===== src/rtl/core/triangle_face_normal_defines.svh =====
// assertion macros used by the queue, clocked on clk and held off during reset
`ifndef TRIANGLE_FACE_NORMAL_DEFINES_SVH
`define TRIANGLE_FACE_NORMAL_DEFINES_SVH

// same-cycle implication
`define TFN_ASSERT_NOW(lbl, ante, cons) \
	lbl: assert property (@(posedge clk) disable iff (!arst_n) (ante) |-> (cons)) \
		else $error("tfn check failed");

// next-cycle implication
`define TFN_ASSERT_NEXT(lbl, ante, cons) \
	lbl: assert property (@(posedge clk) disable iff (!arst_n) (ante) |=> (cons)) \
		else $error("tfn check failed");

`endif


===== src/rtl/core/tfn_pkg.sv =====
package tfn_pkg;

	localparam int COORD_BITS       = 16;
	localparam int NORMAL_FRAC_BITS = 14;
	localparam int SCALE_BITS       = 31;

	localparam int EW   = COORD_BITS + 1;
	localparam int PW   = 2 * EW;
	localparam int CXW  = PW + 1;
	localparam int MW   = 2 * COORD_BITS + 1;
	localparam int TW   = $clog2(MW + 1);
	localparam int UW   = SCALE_BITS;
	localparam int SQW  = 2 * SCALE_BITS + 2;
	localparam int RW   = SCALE_BITS + 1;
	localparam int RMW  = RW + 2;
	localparam int NW   = SCALE_BITS + NORMAL_FRAC_BITS + 1;
	localparam int QB   = NORMAL_FRAC_BITS + 1;
	localparam int OW   = NORMAL_FRAC_BITS + 2;
	localparam int QDEPTH = 4;
	localparam int QAW    = $clog2(QDEPTH);

	typedef struct packed {
		logic nx;
		logic ny;
		logic nz;
		logic degen;
		logic last;
	} tfn_flags_t;

	typedef struct packed {
		logic [UW-1:0] ux;
		logic [UW-1:0] uy;
		logic [UW-1:0] uz;
		tfn_flags_t    fl;
	} tfn_item_t;

	typedef struct packed {
		logic full;
		logic empty;
	} tfn_qstat_t;

endpackage


===== src/rtl/core/tfn_queue.sv =====
`include "triangle_face_normal_defines.svh"

module tfn_queue import tfn_pkg::*; (
	input  logic       clk,
	input  logic       arst_n,
	input  logic       push,
	input  tfn_item_t  wr_item,
	input  logic       pop,
	output tfn_item_t  rd_item,
	output tfn_qstat_t qstat
);

	tfn_item_t     mem_q [QDEPTH];
	logic [QAW-1:0] wptr_q, rptr_q;
	logic [QAW:0]   count_q;

	assign qstat.full  = (count_q == (QAW+1)'(QDEPTH));
	assign qstat.empty = (count_q == '0);
	assign rd_item     = mem_q[rptr_q];

	always_ff @(posedge clk) begin
		if (push) mem_q[wptr_q] <= wr_item;
	end

	always_ff @(posedge clk or negedge arst_n) begin
		if (!arst_n) begin
			wptr_q  <= '0;
			rptr_q  <= '0;
			count_q <= '0;
		end else begin
			if (push) wptr_q <= wptr_q + 1'b1;
			if (pop)  rptr_q <= rptr_q + 1'b1;
			if (push && !pop)      count_q <= count_q + 1'b1;
			else if (pop && !push) count_q <= count_q - 1'b1;
		end
	end

	`TFN_ASSERT_NOW(a_no_push_full, qstat.full, !push || pop)
	`TFN_ASSERT_NEXT(a_count_up, push && !pop, count_q == $past(count_q) + 1'b1)
	`TFN_ASSERT_NEXT(a_count_down, pop && !push, count_q == $past(count_q) - 1'b1)
	`TFN_ASSERT_NOW(a_no_pop_empty, qstat.empty, !pop)

endmodule


===== config.mk =====
export PLATFORM = sky130hd
export DESIGN_NAME = tfn_queue
export DESIGN_NICKNAME = d
export VERILOG_FILES = /design/src/rtl/core/tfn_pkg.sv /design/src/rtl/core/tfn_queue.sv
export VERILOG_INCLUDE_DIRS = /design/src /design/src/rtl/core
export SDC_FILE = /design/constraint.sdc
export NUM_CORES = 1
export LEC_CHECK = 0
export ABC_AREA = 1
export BUFFER_PORTS_ARGS = -buffer_cell sky130_fd_sc_hd__buf_2
export CORE_MARGIN = 3
export CORE_UTILIZATION = 58
export CTS_BUF_LIST = sky130_fd_sc_hd__clkbuf_16
export DETAILED_ROUTE_END_ITERATION = 8
export PLACE_DENSITY = 0.8
export SYNTH_ARGS = -nofsm -noshare
export SYNTH_HDL_FRONTEND = slang
export SYNTH_SLANG_ARGS = --single-unit

===== constraint.sdc =====
create_clock -name clk -period 4.1 [get_ports clk]
set_input_delay 0.205 -clock clk [delete_from_list [all_inputs] [get_ports clk]]
set_output_delay 0.205 -clock clk [all_outputs]
set_load 0.01 [all_outputs]

# Word-level counts from Yosys, hierarchy flattened
# Memory sizes are Yosys's and may differ from the RTL's.
# Cells that the tools add are included.
word_totals:
  ff_bits: 7
  ramBits: 392
  output_inout_bits: 100
  wordCells: 19
  memories: 1
op_classes:
  n_addsub: 4
  eq_ne: 1
  n_mux: 4
  reduce_logical: 6
mem_list:
  columns: ["name", "words", "word_bits", "rd", "rd_ports_with_merged_regs", "write_ports", "line_no", "rtl"]
  rows:
  - ["mem_q", 4, 98, 1, 0, 1, "tfn_queue.sv:13", "tfn_item_t mem_q [QDEPTH];"]
op_table:
  columns: ["cell", "n"]
  rows:
  - ["$mux 3", 2]
  - ["$add 2x1->2 const B", 2]
  - ["$add 3x1->3 const B", 1]
  - ["$eq 3x3->1 const B", 1]
  - ["$logic_not 3->1", 1]
  - ["$sub 3x1->3 const B", 1]
  - ["$logic_and 1x1->1", 2]
  - ["$logic_not 1->1", 2]
  - ["$mux 1", 2]
  - ["$reduce_bool 2->1", 1]

# Longest topological paths before layout
# Gate-level depths: netlist (run 1).
depth:
  ltp_word: 4
  ltp_mapped: 9

# Least setup slack after synthesis (run 1)
# No wires, ideal clock.
synth_path:
  path_kind: "register to register"
  startpoint: "register wptr_q[0]"
  endpoint: "memory mem_q[2][0] in the netlist's numbering, enable pin"
  setup_time_ns: 0.452
  t_arrival_ns: 2.571
  required_time_ns: 3.648
  setup_slack_ns: 1.078
  stages_incl_launch_ff: 5
  period_less_slack_ns: 3.022
  path_cell_list: "dfrtp_1 > inv_1 > ha_1 > nand2_1 > inv_1"
synth_rtl:
  columns: ["element", "line_no", "rtl"]
  rows:
  - ["start: declaration", "tfn_queue.sv:14", "logic [QAW-1:0] wptr_q, rptr_q;"]
  - ["start signal: assignment", "tfn_queue.sv:31", "if (push) wptr_q <= wptr_q + 1'b1;"]
  - ["end: declaration", "tfn_queue.sv:13", null]
# Straight into the memory's write port.

==> results of run 1 <==
-- layout make-up --
cell class	count	area share, %
Sequential cell	399	61.8
Tap cell	372	2.40
Clock inverter	23	0.737
Inverter	208	4.10
Clock buffer	41	5.30
Antenna cell	1	0.0129
Multi-Input combinational cell	518	14.4
Timing Repair Buffer	312	11.3
-- through the flow --
| stage | cell area, µm² | util [%] | total power [mW] |
|---|---|---|---|
| after global placement | 17200 | 63.2 | 9.93 |
| final | 19400 | 71.2 | 13.3 |
| after detailed placement | 17200 | 63.2 | 10.1 |
| after global routing | 19400 | 71.2 | 14.1 |
| after CTS | 19400 | 71.2 | 13.4 |
| after floorplan | 16100 | - | 8.85 |
-- repair_timing --
action | 4_1_cts | 5_1_grt
buffers inserted | 0 | 0
hold endpoints to repair | 403 | 0
hold buffers | 101 | 0
-- worst max path at each step --
stage	start	endpoint	slack (ns)	cells after the start
floorplan	wptr_q[0]	mem_q[2][0]	1.08	4
global placement	rptr_q[1]	rd_item[38]	1.84	4
detailed placement	rptr_q[1]	rd_item[27]	1.85	5
CTS	rptr_q[1]	rd_item[27]	1.28	5
global route	rptr_q[1]	rd_item[32]	1.16	4
finish	rptr_q[1]	rd_item[53]	1.32	4
-- Yosys cell counts --
cell | n | area share [%]
edfxtp_1 | 392 | 73
nand2_1 | 307 | 7.1
inv_1 | 207 | 4.8
o211ai_1 | 191 | 8.9
buf_6 | 40 | 2.8
buf_2 | 18 | 0.56
dfrtp_1 | 7 | 1.1
buf_4 | 6 | 0.28
ha_1 | 5 | 0.39
o211ai_2 | 5 | 0.39
xor2_1 | 3 | 0.16
nor3_1 | 2 | 0.062
buf_8 | 1 | 0.093
clkbuf_1 | 1 | 0.023
fa_1 | 1 | 0.12
inv_4 | 1 | 0.039
nand3_1 | 1 | 0.031
nand4_1 | 1 | 0.039
o21ai_1 | 1 | 0.031
xnor2_1 | 1 | 0.054
-- flip-flops by register name, indices dropped and copies added, names as in the netlist --
name     cells
count_q      3
mem_q      392
rptr_q       2
wptr_q       2
-- worst register-to-register path, stage by stage (launching register included) --
cell	delay, ns
dfrtp_1	0.42
inv_1	0.11
ha_1	0.15
nand2_1	0.08
inv_4	0.65
buf_4	0.47
-- per-layer routing --
| layer | up-vias | track usage (%) |
|---|---|---|
| met5 | - | 0 |
| met2 | 308 | 38.7 |
| met1 | 4695 | 26.7 |
| met3 | 63 | 4.70 |
| met4 | 2 | 7.43 |
| li1 | 4712 | - |
-- cells by family after synthesis --
kind of cell	count (synthesis)
xor+xnor	4
compound gates	197
simple gates	311
fa+ha+maj	6
buf+inv	274
flops	399
-- power by group through the flow --
stage               registers (mW)  clock network (mW)  logic (mW)
finish                        5.67                3.27        4.38
global route                  5.74                3.54        4.86
CTS                           5.67                3.34        4.40
detailed placement            5.75                   0        4.31
global placement              5.72                   0        4.21
floorplan                     5.61                   0        3.23
==> key figures, run 1 <==
Power
  • Sw Share: 34.3%
  • Pwr/cell area: 689 mW/mm²
  • Static leakage: about 7.8 nW
  • Comb pwr share: 32.9%
  • VDD IR max: between 0.4 and 0.5 mV
  • Clk pwr share: 24.6%
  • Cell-internal power: slightly below 9 mW
  • Psw: 4.57 mW
  • Seq pwr share: a little over two fifths

Cells and area
  • Fin nets: 1,587
  • Area Overhead vs Synth: 20.0%
  • Layout cells sized above 1: 17.9%
  • Commonest non-fill, non-tap cell in the layout: edfxtp_1
  • Sequential Area: 0.0120 mm²
  • Area occupied by multi-input gates: 0.00279 mm²
  • Commonest non-fill, non-tap cells in the layout: edfxtp_1, nand2_1, inv_1
  • Filler cells: approximately 1.7k
  • Non-Filler Instances: 1,874

Status
  • Run status: finished, final reports clean

Critical path
  • Crit path capture type: primary output
  • Max FO, Critical Path: 62
  • Flop-to-flop setup slack: 1.89 ns
  • Worst Setup Path Type: register to primary output
  • Worst Setup Start Kind: register
  • Reg2Reg Capture Point: mem_q[0][94]
  • Cell Chain, Critical Path: buf_4 > o211ai_1 > nand2_1 > buf_2
  • Delay-heaviest family, CP: buffers and inverters
  • Slowest stage cell, crit path: dfrtp_4
  • RR Startpoint: wptr_q[0]
  • WP data arrival: 2.58 ns
  • Worst path max stage delay: 0.75 ns
  • Worst r2r path cells: 5
  • Critical path required time: 3.89 ns
  • Worst path buffer plus inverter count: 2

Place
  • Dpl hpwl: around 17,000 µm
  • Port bufs: 201
  • Post-Place Cells: between 1.5k and 2k
  • Final GP Congestion: approximately 0.71
  • Pre-CTS setup slack: 1.85 ns

Synthesis
  • Synth Area in Simple Gates: 7.28%
  • Post-Syn Instances: about 1.2k
  • Syn. warnings: 0
  • Synthesized cell area: 0.0161 mm²
  • Syn nets: 1,299
  • FF+latch count, synth: 399
  • Sequential area share after synthesis: 74.1%
  • Post-synthesis adder-cell area fraction: 0.512%
  • Mapped Avg Cell Area: 13.5 µm²
  • XOR/XNOR share of the synthesized area: 0.217%
  • Largest family of logic cells by synthesized area: compound AO/OA/AOI/OAI gates
  • Post-synthesis cell type count: 20
  • Compound-Gate Fraction of Synth Area: a little under a tenth
  • Post-synthesis mux area share: 0%

Global route
  • Vias in the first global route: a little over 10k
  • Initial antenna violation count: 2
  • GRT Util Overall: 21.8%
  • First-pass GRT wire length: 52,200 µm
  • Total gr overflow: 0
  • Largest net degree at the start of global routing: 159

Route
  • Top routing layer in use: met5
  • DR WL/cell: 17.2 µm
  • Pre-Repair DR Iteration Count: 5
  • Final WL: 32,200 µm
  • DR WL met3: 2100 µm
  • First DRT Iteration DRCs: 728
  • Vias: between 9k and 10k
  • # DRC: 0
  • Detail Route Antenna Nets: 0
  • Drt via density: 5.22
  • DR WL met2: 16,700 µm
  • Routed met1 length: between 10,000 and 15,000 µm

STA
  • Worst setup margin: about 1.3 ns
  • Final Cycle Share: 67.9%
  • RSZ-0062 raised after global routing: false
  • Slew @ Worst Pin: 0.912 ns
  • Setup violations, final: 0
  • Slew Limit Fails: 0
  • Fin Setup TNS: 0 ns
  • Fmax: 0.359 GHz
  • Slew headroom: between 30 and 40%
  • Fin. Hold Viols: 0
  • Hold WS: 0.0731 ns
  • Post-Route Skew: 0.0143 ns
  • Post-route minimum period: 2.78 ns

CTS
  • Num CTS Buffers: 40
  • H-tree levels: 2
  • Clock Latency Late Sink: 0.52 ns
  • Clock Sinks: roughly 400
  • Root Buffer: clkbuf_16
  • Resize count post-CTS: 0
  • TritonCTS clock tree: built
  • Clk buf depth: 3
  • Worst-path clk slew: 0.06 ns

Floorplan
  • Starting Density: 59.3%
  • Core Rows: 60
  • Die ar.: 0.0298 mm²
  • # IOs: 202
  • Core box area: 0.0272 mm²
  • Die Width: ~170 µm
  • Die height: 173 µm

Flow run
  • Max cap viols: 0

Hold path
  • Worst min path class: input port to async pin
(Power assumes the default switching activity.)
==> run 2, diff against run 1 <==
--- a/config.mk
+++ b/config.mk
@@ -9,10 +9,10 @@
 export ABC_AREA = 1
 export BUFFER_PORTS_ARGS = -buffer_cell sky130_fd_sc_hd__buf_2
 export CORE_MARGIN = 3
-export CORE_UTILIZATION = 58
+export CORE_UTILIZATION = 52
 export CTS_BUF_LIST = sky130_fd_sc_hd__clkbuf_16
 export DETAILED_ROUTE_END_ITERATION = 8
-export PLACE_DENSITY = 0.8
+export PLACE_DENSITY = 0.76
 export SYNTH_ARGS = -nofsm -noshare
 export SYNTH_HDL_FRONTEND = slang
 export SYNTH_SLANG_ARGS = --single-unit
==> constraint.sdc (replaced) <==
create_clock -name clk -period 2.3 [get_ports clk]
set_input_delay 0.115 -clock clk [delete_from_list [all_inputs] [get_ports clk]]
set_output_delay 0.115 -clock clk [all_outputs]
set_load 0.01 [all_outputs]
==> key figures, run 2 (synthesis results as in run 1) <==
STA
  • Post-route minimum period: 2.13 ns
  • Fmax: 0.469 GHz
  • Final Cycle Share: approximately 90%
  • Setup violations, final: 0
  • Fin. Hold Viols: 0
  • Slew @ Worst Pin: 0.462 ns
  • Fin Setup TNS: 0 ns
  • Slew headroom: 69.2%
  • RSZ-0062 raised after global routing: false
  • Slew Limit Fails: 0
  • Post-Route Skew: 0.0114 ns
  • Worst setup margin: 0.169 ns

Critical path
  • Cell Chain, Critical Path: buf_12 > buf_12 > nand2_1 > o211ai_1 > nand2_1 > buf_2
  • Delay-heaviest family, CP: buffers and inverters
  • Worst path max stage delay: 0.56 ns
  • Max FO, Critical Path: between 40 and 50
  • WP data arrival: 2.02 ns
  • Worst Setup Start Kind: register
  • Worst path buffer plus inverter count: 3
  • RR Startpoint: wptr_q[0]
  • Critical path required time: 2.18 ns
  • Worst Setup Path Type: register to primary output
  • Crit path from: rptr_q[0]
  • Slowest stage cell, crit path: dfrtp_4
  • Crit path capture type: primary output

Cells and area
  • Sequential Area: between 0.01 and 0.015 mm²
  • Fin nets: 1,600
  • Regs by FF count: mem_q: 392 flops, count_q: 3 flops
  • Commonest non-fill, non-tap cells in the layout: edfxtp_1, nand2_1, inv_1
  • Filler cells: 2,059
  • Number of flip-flops in the largest register: 392
  • Layout cells sized above 1: 19.8%
  • Area occupied by multi-input gates: 0.00281 mm²
  • Commonest non-fill, non-tap cell in the layout: edfxtp_1
  • Reg with most FFs: mem_q
  • Area Overhead vs Synth: 22.6%

CTS
  • Setup bufs post-CTS: 0
  • TritonCTS clock tree: built
  • Clock Sinks: 399
  • Clk buf depth: 3
  • Num CTS Buffers: 41
  • Resize count post-CTS: 0
  • Clock Latency Late Sink: around 0.5 ns
  • H-tree levels: 2
  • Worst-path clk slew: 0.06 ns
  • Root Buffer: clkbuf_16

Place
  • Pre-CTS setup slack: 0.544 ns
  • Final GP Congestion: 0.748
  • Port bufs: 201
  • Dpl hpwl: ~18,000 µm

Hold path
  • Worst min-delay path startpoint: wr_item[45]
  • Worst min path class: input port to register

Route
  • Top routing layer in use: met5
  • Vias: 9,745
  • First DRT Iteration DRCs: 668
  • DR WL met3: 2010 µm
  • DR WL/cell: 16.6 µm
  • Drt via density: 5.09
  • Detail Route Antenna Nets: 0
  • # DRC: 0
  • DR WL met2: 16,100 µm
  • Routed met1 length: 12,900 µm
  • Pre-Repair DR Iteration Count: 5
  • Final WL: 31,900 µm

Power
  • Power Total: 24.7 mW
  • VDD IR max: 0.932 mV
  • Static leakage: 7.95 nW
  • Pwr/cell area: 1250 mW/mm²

Floorplan
  • Core box area: 0.0301 mm²
  • # IOs: approximately 200
  • Die Width: 182 µm
  • Die ar.: around 0.033 mm²
  • Die height: between 150 and 200 µm
  • Core Rows: 63
  • Starting Density: 53.6%

Global route
  • Vias in the first global route: a little under 10k
  • Total gr overflow: 0
  • Initial antenna violation count: 2
  • Largest net degree at the start of global routing: 107
  • GRT Util Overall: 18.8%
  • First-pass GRT wire length: between 40,000 and 50,000 µm

Status
  • Run status: finished, final reports clean

Flow run
  • Max cap viols: 0
==> run 2: where the power goes <==
part / internal (mW) / switching [mW]
logic: 2.95 / 5.35
clock network: 3.84 / 2.58
registers: 9.51 / 0.433
==> run 2: path summary, 6_finish.rpt <==
| check | slack [ns] | depth (start not counted) | end |
|---|---|---|---|
| setup / recovery | 0.17 | 6 | rd_item[36] |
| hold / removal | 0.34 | 2 | mem_q[3][45] |
| setup reg to reg | 0.51 | 5 | mem_q[2][52] |
| hold reg to reg | 0.52 | 2 | count_q[2] |
| max in group asynchronous | 1.40 | 3 | rptr_q[0] |
| min in group asynchronous | 0.60 | 3 | count_q[1] |
==> run 2: cell type report <==
class | instances | share of cell area (%)
multi-input combinational | 518 | 14.2
sequential | 399 | 60.5
clock buffer | 43 | 5.44
clock inverter | 31 | 1.30
inverter | 208 | 4.04
timing repair buffer | 324 | 12.0
antenna | 2 | 0.0253
tap | 390 | 2.47
==> run 2: routing by layer <==
layer  vias to the layer above  global-route usage [%]
met1                      4620                    24.0
met5                         -                       0
met3                        71                    3.89
met2                       302                    32.5
met4                         2                    6.09
li1                       4750                       -
==> run 2: what timing repair did <==
action	4_1_cts	5_1_grt
setup endpoints to repair	0	0
hold endpoints to repair	403	0
hold buffers	102	0
==> run 2: metrics by stage <==
step           cells  util [%]  hold WS, ns  cell area [µm²]
2_1_floorplan   1191         -       -0.181            16200
3_3_place_gp    1737      57.8      -0.0407            17400
3_5_place_dp    1737      57.8      -0.0375            17400
4_1_cts         1913      65.6        0.322            19800
5_1_grt         1914      65.6        0.339            19800
6_report        1915      65.6        0.344            19800
